<file path="config.mk">
export PLATFORM = sky130hd
export DESIGN_NAME = lms_adaptive_noise_canceller
export DESIGN_NICKNAME = d
export VERILOG_FILES = /design/src/rtl/lmsanc_pkg.sv /design/src/rtl/lmsanc_serial_mul.sv /design/src/rtl/lms_adaptive_noise_canceller.sv
export SDC_FILE = /design/constraint.sdc
export NUM_CORES = 1
export LEC_CHECK = 0
export ABC_AREA = 1
export BUFFER_PORTS_ARGS = -buffer_cell sky130_fd_sc_hd__clkbuf_2
export CORE_ASPECT_RATIO = 2
export CORE_UTILIZATION = 50
export DETAILED_ROUTE_END_ITERATION = 8
export PLACE_DENSITY = 0.73
export SLEW_MARGIN = 25
export SYNTH_ARGS = -nofsm -noshare
export SYNTH_HDL_FRONTEND = slang
export SYNTH_HIERARCHICAL = 1
export SYNTH_SLANG_ARGS = --single-unit
</file>
<file path="constraint.sdc">
create_clock -name clk -period 6.5 [get_ports clk]
set_clock_uncertainty 0.15 [all_clocks]
set_input_delay 1.3 -clock clk [delete_from_list [all_inputs] [get_ports clk]]
set_output_delay 1.3 -clock clk [all_outputs]
set_load 0.01 [all_outputs]
</file>
<file path="src/rtl/lmsanc_pkg.sv">
// ----------------------------------------------------------------------------
// LMS noise canceller package
// Field widths, request and result types, register indexes and the fixed
// arithmetic widths shared by the datapath and the serial multiplier.
// ----------------------------------------------------------------------------
package lmsanc_pkg;

	localparam int SAMPLE_W   = 16;
	localparam int WEIGHT_W   = 32;
	localparam int STEP_W     = 20;
	localparam int TAPS_CFG_W = 4;
	localparam int CFG_IDX_W  = 2;
	localparam int CFG_DATA_W = 20;

	// mu * error is exact in MUE_W bits; times a sample it is exact in PROD_W
	localparam int MUE_W  = STEP_W + 1 + SAMPLE_W;
	localparam int PROD_W = MUE_W + SAMPLE_W;
	localparam int WSUM_W = WEIGHT_W + 2;

	localparam int MUL_CNT_W = $clog2(SAMPLE_W);

	localparam logic [CFG_IDX_W-1:0] REG_STEP_SIZE   = 2'd0;
	localparam logic [CFG_IDX_W-1:0] REG_ACTIVE_TAPS = 2'd1;

	localparam logic [STEP_W-1:0]     STEP_RESET = 20'd15099;
	localparam logic [TAPS_CFG_W-1:0] TAPS_RESET = 4'd5;

	localparam logic signed [SAMPLE_W-1:0] SMP_MAX = 16'sh7FFF;
	localparam logic signed [SAMPLE_W-1:0] SMP_MIN = 16'sh8000;

	typedef struct packed {
		logic signed [SAMPLE_W-1:0] ref_sample;
		logic signed [SAMPLE_W-1:0] desired_sample;
		logic                       first_sample;
	} sample_t;

	typedef struct packed {
		logic signed [SAMPLE_W-1:0] error_sample;
		logic signed [SAMPLE_W-1:0] estimate_sample;
	} result_t;

endpackage

</file>
<file path="src/rtl/lmsanc_serial_mul.sv">
// ----------------------------------------------------------------------------
// LMS noise canceller serial multiplier
// Signed shift-and-add multiplier: the multiplier operand is consumed one
// bit per cycle, LSB first; the sign bit carries negative weight.
// ----------------------------------------------------------------------------
module lmsanc_serial_mul (
	input  logic                                     clk,
	input  logic                                     arst_n,
	input  logic                                     start,
	input  logic signed [lmsanc_pkg::MUE_W-1:0]      a,
	input  logic signed [lmsanc_pkg::SAMPLE_W-1:0]   b,
	output logic                                     done,
	output logic signed [lmsanc_pkg::PROD_W-1:0]     prod
);

	logic                                   busy_q;
	logic                                   done_q;
	logic [lmsanc_pkg::MUL_CNT_W-1:0]       cnt_q;
	logic signed [lmsanc_pkg::PROD_W-1:0]   a_sh_q;
	logic [lmsanc_pkg::SAMPLE_W-1:0]        b_sh_q;
	logic signed [lmsanc_pkg::PROD_W-1:0]   prod_q;
	logic                                   last_bit;

	assign last_bit = (cnt_q == lmsanc_pkg::MUL_CNT_W'(lmsanc_pkg::SAMPLE_W - 1));

	// sequence the bit count
	always_ff @(posedge clk or negedge arst_n) begin
		if (!arst_n) begin
			busy_q <= 1'b0;
			done_q <= 1'b0;
			cnt_q  <= '0;
		end else if (start) begin
			busy_q <= 1'b1;
			done_q <= 1'b0;
			cnt_q  <= '0;
		end else if (busy_q) begin
			cnt_q <= cnt_q + 1'b1;
			if (last_bit) begin
				busy_q <= 1'b0;
				done_q <= 1'b1;
			end
		end else begin
			done_q <= 1'b0;
		end
	end

	// add or subtract the shifted multiplicand, advance both shift registers
	always_ff @(posedge clk) begin
		if (start) begin
			a_sh_q <= lmsanc_pkg::PROD_W'(a);
			b_sh_q <= b;
			prod_q <= '0;
		end else if (busy_q) begin
			if (b_sh_q[0]) begin
				if (last_bit) begin
					prod_q <= prod_q - a_sh_q;
				end else begin
					prod_q <= prod_q + a_sh_q;
				end
			end
			a_sh_q <= a_sh_q <<< 1;
			b_sh_q <= b_sh_q >> 1;
		end
	end

	assign done = done_q;
	assign prod = prod_q;

endmodule

</file>
<file path="src/rtl/lms_adaptive_noise_canceller.sv">
// ----------------------------------------------------------------------------
// One request at a time: both passes visit every tap of the ring, multiplying
// at active taps and only rotating idle ones. A request is taken the cycle after
// the result is loaded, and a stalled result holds the next request off.
// Reset clears history, weights and handshakes and restores step 15099,
// five taps. No clearing pass.
// ----------------------------------------------------------------------------
// LMS adaptive noise canceller
// Delay line and weights circulate as rings read at their head; the
// estimate pass and the weight update pass share the serial multiplier.
// ----------------------------------------------------------------------------
module lms_adaptive_noise_canceller #(
	parameter int TAPS = 8
) (
	input  logic                                   clk,
	input  logic                                   arst_n,
	input  logic                                   sample_valid,
	output logic                                   sample_ready,
	input  lmsanc_pkg::sample_t                    sample,
	output logic                                   result_valid,
	input  logic                                   result_ready,
	output lmsanc_pkg::result_t                    result,
	input  logic                                   cfg_valid,
	output logic                                   cfg_ready,
	input  logic [lmsanc_pkg::CFG_IDX_W-1:0]       cfg_index,
	input  logic [lmsanc_pkg::CFG_DATA_W-1:0]      cfg_data
);

	localparam int KW    = (TAPS > 1) ? $clog2(TAPS) : 1;
	localparam int MW    = ($clog2(TAPS + 1) > lmsanc_pkg::TAPS_CFG_W) ?
	                       $clog2(TAPS + 1) : lmsanc_pkg::TAPS_CFG_W;
	localparam int ACC_W = lmsanc_pkg::WEIGHT_W + lmsanc_pkg::SAMPLE_W + $clog2(TAPS) + 1;
	localparam int SW    = lmsanc_pkg::SAMPLE_W;
	localparam int PW    = lmsanc_pkg::PROD_W;
	localparam int WS    = lmsanc_pkg::WSUM_W;

	localparam logic signed [ACC_W-1:0] EST_MAX = ACC_W'(64'sd32767);
	localparam logic signed [ACC_W-1:0] EST_MIN = ACC_W'(-64'sd32768);
	localparam logic signed [WS-1:0]    W_MAX   = WS'(64'sd2147483647);
	localparam logic signed [WS-1:0]    W_MIN   = WS'(-64'sd2147483648);

	localparam logic [2:0] ST_IDLE    = 3'd0;
	localparam logic [2:0] ST_EST     = 3'd1;
	localparam logic [2:0] ST_EST_MUL = 3'd2;
	localparam logic [2:0] ST_ERR     = 3'd3;
	localparam logic [2:0] ST_MUE     = 3'd4;
	localparam logic [2:0] ST_UPD     = 3'd5;
	localparam logic [2:0] ST_UPD_MUL = 3'd6;
	localparam logic [2:0] ST_DONE    = 3'd7;

	logic [2:0]                               state_q;
	logic [KW-1:0]                            k_q;
	logic [MW-1:0]                            m_q;
	logic [MW-1:0]                            act_ext;
	logic [lmsanc_pkg::STEP_W-1:0]            step_q;
	logic [lmsanc_pkg::TAPS_CFG_W-1:0]        taps_q;
	logic signed [SW-1:0]                     d_q;
	logic signed [ACC_W-1:0]                  acc_q;
	logic signed [SW-1:0]                     est_q;
	logic signed [SW-1:0]                     err_q;
	logic signed [lmsanc_pkg::MUE_W-1:0]      mue_q;
	logic signed [SW-1:0]                     hist_q [TAPS];
	logic signed [lmsanc_pkg::WEIGHT_W-1:0]   w_q [TAPS];
	logic                                     res_valid_q;
	lmsanc_pkg::result_t                      res_q;

	logic                                     accept;
	logic                                     tap_active;
	logic                                     tap_last;
	logic                                     rotate;
	logic                                     write_tail;
	logic                                     res_load;
	logic                                     mul_start;
	logic signed [lmsanc_pkg::MUE_W-1:0]      mul_a;
	logic signed [SW-1:0]                     mul_b;
	logic                                     mul_done;
	logic signed [PW-1:0]                     mul_prod;
	logic signed [ACC_W-1:0]                  acc_rnd;
	logic signed [ACC_W-1:0]                  est_full;
	logic signed [SW-1:0]                     est_sat;
	logic signed [SW:0]                       err_full;
	logic signed [SW-1:0]                     err_sat;
	logic signed [PW-1:0]                     p_rnd;
	logic signed [PW-1:0]                     delta_full;
	logic signed [WS-1:0]                     w_sum;
	logic signed [lmsanc_pkg::WEIGHT_W-1:0]   w_new;

	assign sample_ready = (state_q == ST_IDLE);
	assign accept       = sample_valid && sample_ready;
	assign cfg_ready    = 1'b1;
	assign tap_active   = (MW'(k_q) < m_q);
	assign tap_last     = (k_q == KW'(TAPS - 1));
	assign res_load     = (state_q == ST_DONE) && (!res_valid_q || result_ready);
	assign act_ext      = MW'(taps_q);

	// configuration registers; unknown indexes are dropped
	always_ff @(posedge clk or negedge arst_n) begin
		if (!arst_n) begin
			step_q <= lmsanc_pkg::STEP_RESET;
			taps_q <= lmsanc_pkg::TAPS_RESET;
		end else if (cfg_valid) begin
			unique case (cfg_index)
				lmsanc_pkg::REG_STEP_SIZE:   step_q <= cfg_data[lmsanc_pkg::STEP_W-1:0];
				lmsanc_pkg::REG_ACTIVE_TAPS: taps_q <= cfg_data[lmsanc_pkg::TAPS_CFG_W-1:0];
				default: ;
			endcase
		end
	end

	// estimate rounding and saturation, then the saturated error
	always_comb begin
		acc_rnd  = acc_q + $signed({{(ACC_W-24){1'b0}}, 1'b1, 23'b0});
		est_full = acc_rnd >>> 24;
		if (est_full > EST_MAX) begin
			est_sat = lmsanc_pkg::SMP_MAX;
		end else if (est_full < EST_MIN) begin
			est_sat = lmsanc_pkg::SMP_MIN;
		end else begin
			est_sat = est_full[SW-1:0];
		end
		err_full = (SW+1)'(d_q) - (SW+1)'(est_sat);
		if (err_full[SW] != err_full[SW-1]) begin
			err_sat = err_full[SW] ? lmsanc_pkg::SMP_MIN : lmsanc_pkg::SMP_MAX;
		end else begin
			err_sat = err_full[SW-1:0];
		end
	end

	// weight update: round the Q54 product to Q24, add, saturate
	always_comb begin
		p_rnd      = mul_prod + $signed({{(PW-30){1'b0}}, 1'b1, 29'b0});
		delta_full = p_rnd >>> 30;
		w_sum      = WS'(w_q[0]) + WS'(delta_full);
		if (w_sum > W_MAX) begin
			w_new = W_MAX[lmsanc_pkg::WEIGHT_W-1:0];
		end else if (w_sum < W_MIN) begin
			w_new = W_MIN[lmsanc_pkg::WEIGHT_W-1:0];
		end else begin
			w_new = w_sum[lmsanc_pkg::WEIGHT_W-1:0];
		end
	end

	// multiplier operands and ring control per state
	always_comb begin
		mul_start  = 1'b0;
		mul_a      = lmsanc_pkg::MUE_W'(w_q[0]);
		mul_b      = hist_q[0];
		rotate     = 1'b0;
		write_tail = 1'b0;
		unique case (state_q)
			ST_EST: begin
				mul_start = tap_active;
				rotate    = !tap_active;
			end
			ST_EST_MUL: begin
				rotate = mul_done;
			end
			ST_ERR: begin
				mul_start = 1'b1;
				mul_a     = $signed({{(lmsanc_pkg::MUE_W-lmsanc_pkg::STEP_W){1'b0}}, step_q});
				mul_b     = err_sat;
			end
			ST_UPD: begin
				mul_start = tap_active;
				mul_a     = mue_q;
				rotate    = !tap_active;
			end
			ST_UPD_MUL: begin
				mul_a      = mue_q;
				rotate     = mul_done;
				write_tail = mul_done;
			end
			default: ;
		endcase
	end

	lmsanc_serial_mul u_mul (
		.clk    (clk),
		.arst_n (arst_n),
		.start  (mul_start),
		.a      (mul_a),
		.b      (mul_b),
		.done   (mul_done),
		.prod   (mul_prod)
	);

	// delay line and weight rings: shift in on a request (clearing both on a first sample), rotate per tap
	always_ff @(posedge clk or negedge arst_n) begin
		if (!arst_n) begin
			for (int i = 0; i < TAPS; i++) begin
				hist_q[i] <= '0;
				w_q[i]    <= '0;
			end
		end else if (accept) begin
			for (int i = TAPS - 1; i > 0; i--) begin
				hist_q[i] <= sample.first_sample ? '0 : hist_q[i-1];
			end
			hist_q[0] <= sample.ref_sample;
			if (sample.first_sample) begin
				for (int i = 0; i < TAPS; i++) begin
					w_q[i] <= '0;
				end
			end
		end else if (rotate) begin
			for (int i = 0; i < TAPS - 1; i++) begin
				hist_q[i] <= hist_q[i+1];
				w_q[i]    <= w_q[i+1];
			end
			hist_q[TAPS-1] <= hist_q[0];
			w_q[TAPS-1]    <= write_tail ? w_new : w_q[0];
		end
	end

	// sequencer
	always_ff @(posedge clk or negedge arst_n) begin
		if (!arst_n) begin
			state_q <= ST_IDLE;
			k_q     <= '0;
			m_q     <= '0;
		end else begin
			unique case (state_q)
				ST_IDLE: begin
					if (accept) begin
						k_q     <= '0;
						state_q <= ST_EST;
						if (act_ext == '0) begin
							m_q <= MW'(1);
						end else if (act_ext > MW'(TAPS)) begin
							m_q <= MW'(TAPS);
						end else begin
							m_q <= act_ext;
						end
					end
				end
				ST_EST: begin
					if (tap_active) begin
						state_q <= ST_EST_MUL;
					end else if (tap_last) begin
						state_q <= ST_ERR;
					end else begin
						k_q <= k_q + 1'b1;
					end
				end
				ST_EST_MUL: begin
					if (mul_done) begin
						if (tap_last) begin
							state_q <= ST_ERR;
						end else begin
							k_q     <= k_q + 1'b1;
							state_q <= ST_EST;
						end
					end
				end
				ST_ERR: begin
					state_q <= ST_MUE;
				end
				ST_MUE: begin
					if (mul_done) begin
						k_q     <= '0;
						state_q <= ST_UPD;
					end
				end
				ST_UPD: begin
					if (tap_active) begin
						state_q <= ST_UPD_MUL;
					end else if (tap_last) begin
						state_q <= ST_DONE;
					end else begin
						k_q <= k_q + 1'b1;
					end
				end
				ST_UPD_MUL: begin
					if (mul_done) begin
						if (tap_last) begin
							state_q <= ST_DONE;
						end else begin
							k_q     <= k_q + 1'b1;
							state_q <= ST_UPD;
						end
					end
				end
				ST_DONE: begin
					if (res_load) begin
						state_q <= ST_IDLE;
					end
				end
				default: state_q <= ST_IDLE;
			endcase
		end
	end

	// datapath registers: desired sample, accumulator, estimate, error, mu*error
	always_ff @(posedge clk) begin
		if (accept) begin
			d_q   <= sample.desired_sample;
			acc_q <= '0;
		end
		if (state_q == ST_EST_MUL && mul_done) begin
			acc_q <= acc_q + ACC_W'(mul_prod);
		end
		if (state_q == ST_ERR) begin
			est_q <= est_sat;
			err_q <= err_sat;
		end
		if (state_q == ST_MUE && mul_done) begin
			mue_q <= mul_prod[lmsanc_pkg::MUE_W-1:0];
		end
		if (res_load) begin
			res_q.error_sample    <= err_q;
			res_q.estimate_sample <= est_q;
		end
	end

	// output register: hold the result until it is taken
	always_ff @(posedge clk or negedge arst_n) begin
		if (!arst_n) begin
			res_valid_q <= 1'b0;
		end else if (res_load) begin
			res_valid_q <= 1'b1;
		end else if (result_ready) begin
			res_valid_q <= 1'b0;
		end
	end

	assign result_valid = res_valid_q;
	assign result       = res_q;

endmodule

</file>
Yosys cells after proc, flatten, opt, wreduce, memory -nomap -nowiden
Index checks and enable logic that the tools add are counted.

$add $sub $neg: 9. $lt $le $gt $ge: 6. Eq/ne operators: 22. Multiplexer cells: 61. Reductions and logical operators: 25.

Operators by type and width (count): $mux W256 (3); $mux W128 (2); $mux W16 (14); $mux W53 (3); $mux W52 (2); $mux W32 (3); $pmux W37 S2 (1); $add A53 B31 Y53 const B (1); $add A53 B53 Y53 (1); $sub A53 B53 Y53 (1); $add A52 B25 Y52 const B (1); $add A52 B52 Y52 (1); $mux W3 (14); $add A32 B23 Y33 (1); $gt A33 B32 Y1 const B (1); $lt A33 B32 Y1 const B (1); $gt A28 B16 Y1 const B (1); $lt A28 B16 Y1 const B (1); $pmux W3 S8 (1); $sub A16 B16 Y17 (1); $mux W4 (4); $eq A3 B3 Y1 const B (5); $pmux W3 S4 (1); $ne A2 B1 Y1 const B (5); 26 further kinds (54).

Register bits after elaboration: 716. Input bits: 60. Output and inout bits: 35. Word-level logic and storage cells: 158.

Logic depth before layout (Yosys ltp)
Word-level depth: 9. Mapped depth: 43. Gate-level depth less buffers: 41.

Hierarchy
The synthesis kept the hierarchy.

Modules (own cells, without submodules): lms_adaptive_noise_canceller (times used 1, cells an instance 3277, area an instance 29499.5 µm²); lmsanc_serial_mul (times used 1, cells an instance 1805, area an instance 11095.6 µm²).

Worst setup path after synthesis
No wires, ideal clock.

Kind: register to register. From: register acc_q[23]. To: register u_mul/b_sh_q[6] (netlist name) (data pin). Setup time: 253 ps. Arrival: 4214 ps. Required time: 6097 ps. Setup slack: 1883 ps. Stages on the path, launching flop included: 41. Cell sequence: edfxtp_1 > ha_1 > nand2_1 > nor2_2 > nand2_2 > nor2_4 > nand2_1 > nand2_1 > nand2_1 > nor2_1 > nand2_1 > nor2_1 > nand2_1 > nand2_4 > clkbuf_1 > nand2_1 > nand2_1 > ha_1 > [5 not listed] > o21ai_0 > inv_1 > nor2_1 > nand3_1 > nand2_2 > nand2_2 > nand2_2 > nand2_1 > nand2_2 > nand2_4 > nand2_4 > buf_12 > nand2_2 > nand2_2 > nand2_1 > nand2_1 > nand2_1 > nand2_1.

Word-level cells in the longest chain between the ends: 9. Elaborated cells on any way between the ends: 11. Classes of those cells: add/sub: 2; order compare: 2; eq/ne: 1; mux: 6.

Ends and longest elaborated chain: from (decl) (RTL line lms_adaptive_noise_canceller.sv:58) `logic signed [ACC_W-1:0] acc_q;`; from (signal assigned) (RTL line lms_adaptive_noise_canceller.sv:299) `acc_q <= acc_q + ACC_W'(mul_prod);`; $add A52 B25 Y52 * (RTL line lms_adaptive_noise_canceller.sv:112) `acc_rnd = acc_q + $signed({{(ACC_W-24){1'b0}}, 1'b1, 23'b0});`; $lt A28 B16 Y1 (RTL line lms_adaptive_noise_canceller.sv:116) `end else if (est_full < EST_MIN) begin`; $mux W16 (RTL line lms_adaptive_noise_canceller.sv:116); $mux W16 * (RTL line lms_adaptive_noise_canceller.sv:114) `if (est_full > EST_MAX) begin`; net est_sat[0] (RTL line lms_adaptive_noise_canceller.sv:80) `logic signed [SW-1:0] est_sat;`; $sub A16 B16 Y17 * (RTL line lms_adaptive_noise_canceller.sv:121) `err_full = (SW+1)'(d_q) - (SW+1)'(est_sat);`; $mux W16 or $ne A1 B1 Y1 (tied branches) (RTL line lms_adaptive_noise_canceller.sv:123, lms_adaptive_noise_canceller.sv:122); $mux W16 * (RTL line lms_adaptive_noise_canceller.sv:122) `if (err_full[SW] != err_full[SW-1]) begin`; net err_sat[6] (RTL line lms_adaptive_noise_canceller.sv:82) `logic signed [SW-1:0] err_sat;`; $mux W16 * (RTL line lms_adaptive_noise_canceller.sv:150) `unique case (state_q)`; net mul_b[6] (RTL line lms_adaptive_noise_canceller.sv:75) `logic signed [SW-1:0] mul_b;`; $mux W16 * (RTL line lmsanc_serial_mul.sv:49) `if (start) begin`; to (signal assigned) (RTL line lmsanc_serial_mul.sv:62) `b_sh_q <= b_sh_q >> 1;`; to (decl) (RTL line lmsanc_serial_mul.sv:20) `logic [lmsanc_pkg::SAMPLE_W-1:0] b_sh_q;`.

The timed path passes the listed nets; every way through them passes the cells marked *. A chain may end at the register's enable or synchronous reset.

Final worst setup path
From: register u_mul.prod_q (netlist bit u_mul/prod[29]). To: register w_q[30] (netlist name).

Word-level cells in the longest chain between the ends: 8. Elaborated cells on any way between the ends: 9. Classes of those cells: add/sub: 2; order compare: 2; mux: 5.

Ends and longest elaborated chain: from (decl) (RTL line lmsanc_serial_mul.sv:21) `logic signed [lmsanc_pkg::PROD_W-1:0] prod_q;`; from (signal assigned) (RTL line lmsanc_serial_mul.sv:56) `prod_q <= prod_q - a_sh_q;`; from (signal assigned) (RTL line lmsanc_serial_mul.sv:58) `prod_q <= prod_q + a_sh_q;`; $add A53 B31 Y53 * (RTL line lms_adaptive_noise_canceller.sv:131) `p_rnd = mul_prod + $signed({{(PW-30){1'b0}}, 1'b1, 29'b0});`; $add A32 B23 Y33 * (RTL line lms_adaptive_noise_canceller.sv:133) `w_sum = WS'(w_q[0]) + WS'(delta_full);`; $lt A33 B32 Y1 (RTL line lms_adaptive_noise_canceller.sv:136) `end else if (w_sum < W_MIN) begin`; $mux W32 (RTL line lms_adaptive_noise_canceller.sv:136); $mux W32 * (RTL line lms_adaptive_noise_canceller.sv:134) `if (w_sum > W_MAX) begin`; $mux W32 * (RTL line lms_adaptive_noise_canceller.sv:210) `w_q[TAPS-1] <= write_tail ? w_new : w_q[0];`; $mux W256 * (RTL line lms_adaptive_noise_canceller.sv:204) `end else if (rotate) begin`; $mux W256 * (RTL line lms_adaptive_noise_canceller.sv:194) `end else if (accept) begin`; to (signal, indexed assignment) (RTL line lms_adaptive_noise_canceller.sv:207) `w_q[i] <= w_q[i+1];`; to (signal, indexed assignment) (RTL line lms_adaptive_noise_canceller.sv:210); to (decl) (RTL line lms_adaptive_noise_canceller.sv:63) `logic signed [lmsanc_pkg::WEIGHT_W-1:0] w_q [TAPS];`.

Mark *: on every way between the ends. The rest lies on a longest branch, timed or not. The select of a mux whose other input is x is not followed.

==> reports/results.txt <==
The run finished with clean final reports. The die is 405 µm tall. Post-CTS timing repair inserted 0 buffers for setup.

At the pin with the least slew margin, the transition time is 1.11 ns. Per report_power, the combinational group accounts for 50.8% of the total. The path with the worst hold slack has its endpoint at result[25]$_DFFE_PP_. The critical path launch point was u_mul/prod[29]$_SDFFE_PP0P_. The time the worst path needs with I/O delays and setup was 5.58 ns. For this design the ratio of total power to cell area is 545 mW/mm².

Capture point of the worst reg-to-reg path: w_q[30]$_DFFE_PN0P_. The clock tree synthesis step divided the H-tree into 3 levels. Cell with the largest stage delay on the worst path: sky130_fd_sc_hd__nor3_1. The number of global-route vias before repair is 34900. The clock reaches the later pin of the worst-skew pair after 0.65 ns. Detailed placement finished with a half-perimeter wire length of 104000 µm. The number of antenna violations at the first check in global routing is 6, and the final clock period utilization by the worst path is 85.9%. Dividing the detail-routed via count by the number of cells gives 5.64. Total congestion overflow: 0. After detailed routing, the total wire length is 138000 µm. The flip-flop and latch count after synthesis is 716, and the routability congestion estimate from global placement is 1.11.

The area of the multi-input gates was 0.0178 mm². Across all setup checks in the final design, the least slack found is 0.917 ns. The tool flagged a number of max-cap violations equal to 0. In this run, the number of DRC markers left after iteration 0 of detailed routing was 3198.

The library cell with the largest summed area after synthesis is sky130_fd_sc_hd__dfrtp_1. The die covers 0.0824 mm². Mean instance size in the synthesized netlist: 7.99 µm². Of the post-synthesis cell area, the dominant cell type holds 25.4%.

The clock net in this run drives a total of 716 sinks. The number of buffers created by CTS came out at 66. Yosys attributes the largest share of cell area to sky130_fd_sc_hd__dfrtp_1 (25%), sky130_fd_sc_hd__edfxtp_1 (18%), sky130_fd_sc_hd__nand2_1 (12%). The worst pin sits at a relative slew slack of 25.9%. Setup repair after global routing left no endpoint under its margin.

The run gives 12300 µW as the internal power of the cells. Compared with the post-synthesis result, the final layout area differs by 9.33%. In the routed design, unresolved DRC markers number 0.

The number of buffers added to fix hold violations after cts is 0, and the final hold violation count is 0. Once the floorplan was initialized, standard cells occupied 50.5% of the core. The first detailed-routing pass ran for 6 iterations. The top cell types in the final layout, fill and taps aside, are sky130_fd_sc_hd__nand2_1 (1257), sky130_fd_sc_hd__inv_1 (882), sky130_fd_sc_hd__dfrtp_1 (412), sky130_fd_sc_hd__nor2_1 (397), sky130_fd_sc_hd__o21ai_0 (282). The worst setup path is launched from a flip-flop.

The first global-routing pass estimated 205000 µm of wire. The top achievable clock speed is 179 MHz. The most used flip-flop cell after synthesis is sky130_fd_sc_hd__dfrtp_1. When the netlist entered floorplanning its net count stood at 5305. The run gives 0.0406 mm² as the area of the mapped netlist. The worst hold path passes through 0 cells. The area taken by flip-flops and latches was 0.0189 mm².

The number of resized instances in the post-cts repair step came out at 0. For the number of instances in the synthesized netlist, the log shows 5082. The share of layout cells above drive strength 1 works out to 7.26%. The capturing element type of the critical path was a flip-flop. For flop-to-flop paths, the worst setup slack is 0.92 ns.

The leakage power is 0.0211 µW, and the proportion of synthesized chip area in sequential cells is 46.5%. In the synthesized netlist the async set-or-reset flop fraction comes to 59.4%. The peak per-stage delay on the critical path was 0.51 ns. The worst register-to-register path begins at u_mul/prod[29]$_SDFFE_PP0P_. The tools report the worst setup timing slack at the placement stage as 0.938 ns. In this run the tool buffered the top-level ports with 93 buffer cells.

The switching fraction of total power was 49.1%. The start-to-end type of the worst setup path is reg -> reg. The analysis attributes to net switching a power of 11900 µW. For this run, the post-layout net count is 5349. The run gives 216 as the pin count of the biggest net entering global routing.

The total global-route track usage came out at 33.8%. 95 I/O pins were placed. The run gives 6.87 ns as the required time at the worst-slack endpoint. Of the total power, the clock network draws 16.6%. The number of pins with negative max-slew slack in the final report is 0.

In this run, flip-flops and latches consume 32.6% of the power. In this run the horizontal extent of the chip is 203 µm. The root buffer cell chosen for the clock tree is sky130_fd_sc_hd__clkbuf_16.

The worst hold path begins at err_q[9]$_DFFE_PP_. Together, buffers and inverters on the worst path number 3. The total core area is 0.0804 mm².

In this run, synthesis inferred 238 flip-flops with an integrated enable. The Yosys step of the flow raised 6 warnings. Measured in cells, the most critical reg-to-reg path has a length of 30. The tools report the total power as 24200 µW.

Average wire per cell in the routed design: 22.1 µm. In this run, distinct cell masters in the synthesized netlist total 64. The commonest non-fill, non-tap cell in the layout was sky130_fd_sc_hd__nand2_1. TritonCTS built the clock tree.

The largest fanout on the critical path came out at 31. After filler insertion, the fill cell instance count of the layout stands at 7437. Kind of cell adding the most delay to the critical path: simple AND/OR/NAND/NOR gates.

In the final timing run, aggregate negative setup slack is 0 ns. Setup violations remaining at the end of the flow were counted as 0. The clock passes through at most 3 buffers. Row generation in the floorplan step produced 147 rows. The final route contains 35100 vias.

The logs give 5.95 ns for the data arrival time of the critical path and 0.349 mV for the worst-case vdd ir drop. In this run the remaining antenna-violating nets after routing total 0. After clock tree synthesis, the clock-pin slew on the worst setup and hold paths is 0.07 ns. The kind of path behind the tightest hold check is reg -> reg.
[cell type report]
cell class / count / area share, %
diodes: 6 / 0.0338
clock buffers: 86 / 4.08
clock inverters: 33 / 0.789
inverters: 896 / 7.61
multi-input cells: 3304 / 40.0
flip-flops and latches: 716 / 42.5
well taps: 1043 / 2.94
repair buffers: 142 / 2.02
[routing by layer]
metal,share of wire [%],track usage (%),up-vias
met4,12,34.5,2
met1,33,32.6,16700
li1,-,-,16700
met3,5.0,5.62,465
met2,50,59.1,1239
met5,0.0080,0,-
[how the worst max path moves through the flow]
stage	to	slack, ns	cells after the start
global route	w_q[25]$_DFFE_PN0P_	0.13	30
finish	w_q[30]$_DFFE_PN0P_	0.92	30
global placement	w_q[25]$_DFFE_PN0P_	1.05	30
CTS	w_q[30]$_DFFE_PN0P_	0.92	30
detailed placement	w_q[30]$_DFFE_PN0P_	0.94	30
floorplan	u_mul/b_sh_q[6]$_DFFE_PP_	1.88	40
[through the flow]
stage	hold slack, ns	std cells	area [µm²]	utilization, %
finish	0.258	6226	44400	55.2
global route	0.259	6220	44400	55.2
CTS	0.265	6220	44400	55.2
detailed placement	0.256	6101	42200	52.5
global placement	0.252	6101	42200	52.5
floorplan	0.250	5082	40600	-
[flip-flops by register name, indices dropped and copies added (netlist names), 20 cells and up]
signal and count:
w_q 256, u_mul/a_sh_q 53, result 32, step_q 20, acc_q 52, mue_q 37, u_mul/prod 53, hist_q 128
[cells in the mapped netlist (all sizes together), types with 53 or more instances]
master	instances
dfxtp	53
a21oi	260
ha	159
o221ai	116
nand3	146
inv	892
xor2	120
o22ai	196
dfrtp	412
o21ai	291
nor2	423
clkbuf	142
edfxtp	238
nand2	1303
[worst register-to-register path, delay by kind of cell (launching register included)]
| family | cells | cell delay [ns] |
|---|---|---|
| DFF | 1 | 0.34 |
| xor gates and xnor gates | 2 | 0.37 |
| AOI/OAI and AO/OA | 4 | 0.58 |
| adders and majority gates | 2 | 0.54 |
| buffers and inverters | 3 | 0.46 |
| and+or+nand+nor | 19 | 3.00 |
[cells by family (layout without fill, tap and decap cells)]
logic type	count (synthesis)	count (layout)	synth area share, %
AO/OA/AOI/OAI	996	996	14.8
XOR/XNOR	140	140	3.04
adder cells (fa/ha/maj)	163	163	5.10
buffers and inverters	1062	1157	9.91
flip-flops	716	716	46.5
multiplexers	16	16	0.444
other	1	7	0.00924
AND/OR/NAND/NOR	1988	1988	20.3
[power by group through the flow]
stage / combinational (µW) / clock (µW) / sequential [µW]
floorplan: 8400 / 0 / 7190
global placement: 11800 / 0 / 7830
detailed placement: 12000 / 0 / 7870
CTS: 12000 / 4070 / 7800
global route: 13500 / 4230 / 8000
finish: 12300 / 4020 / 7890
Power figures use the tool's default switching activity.
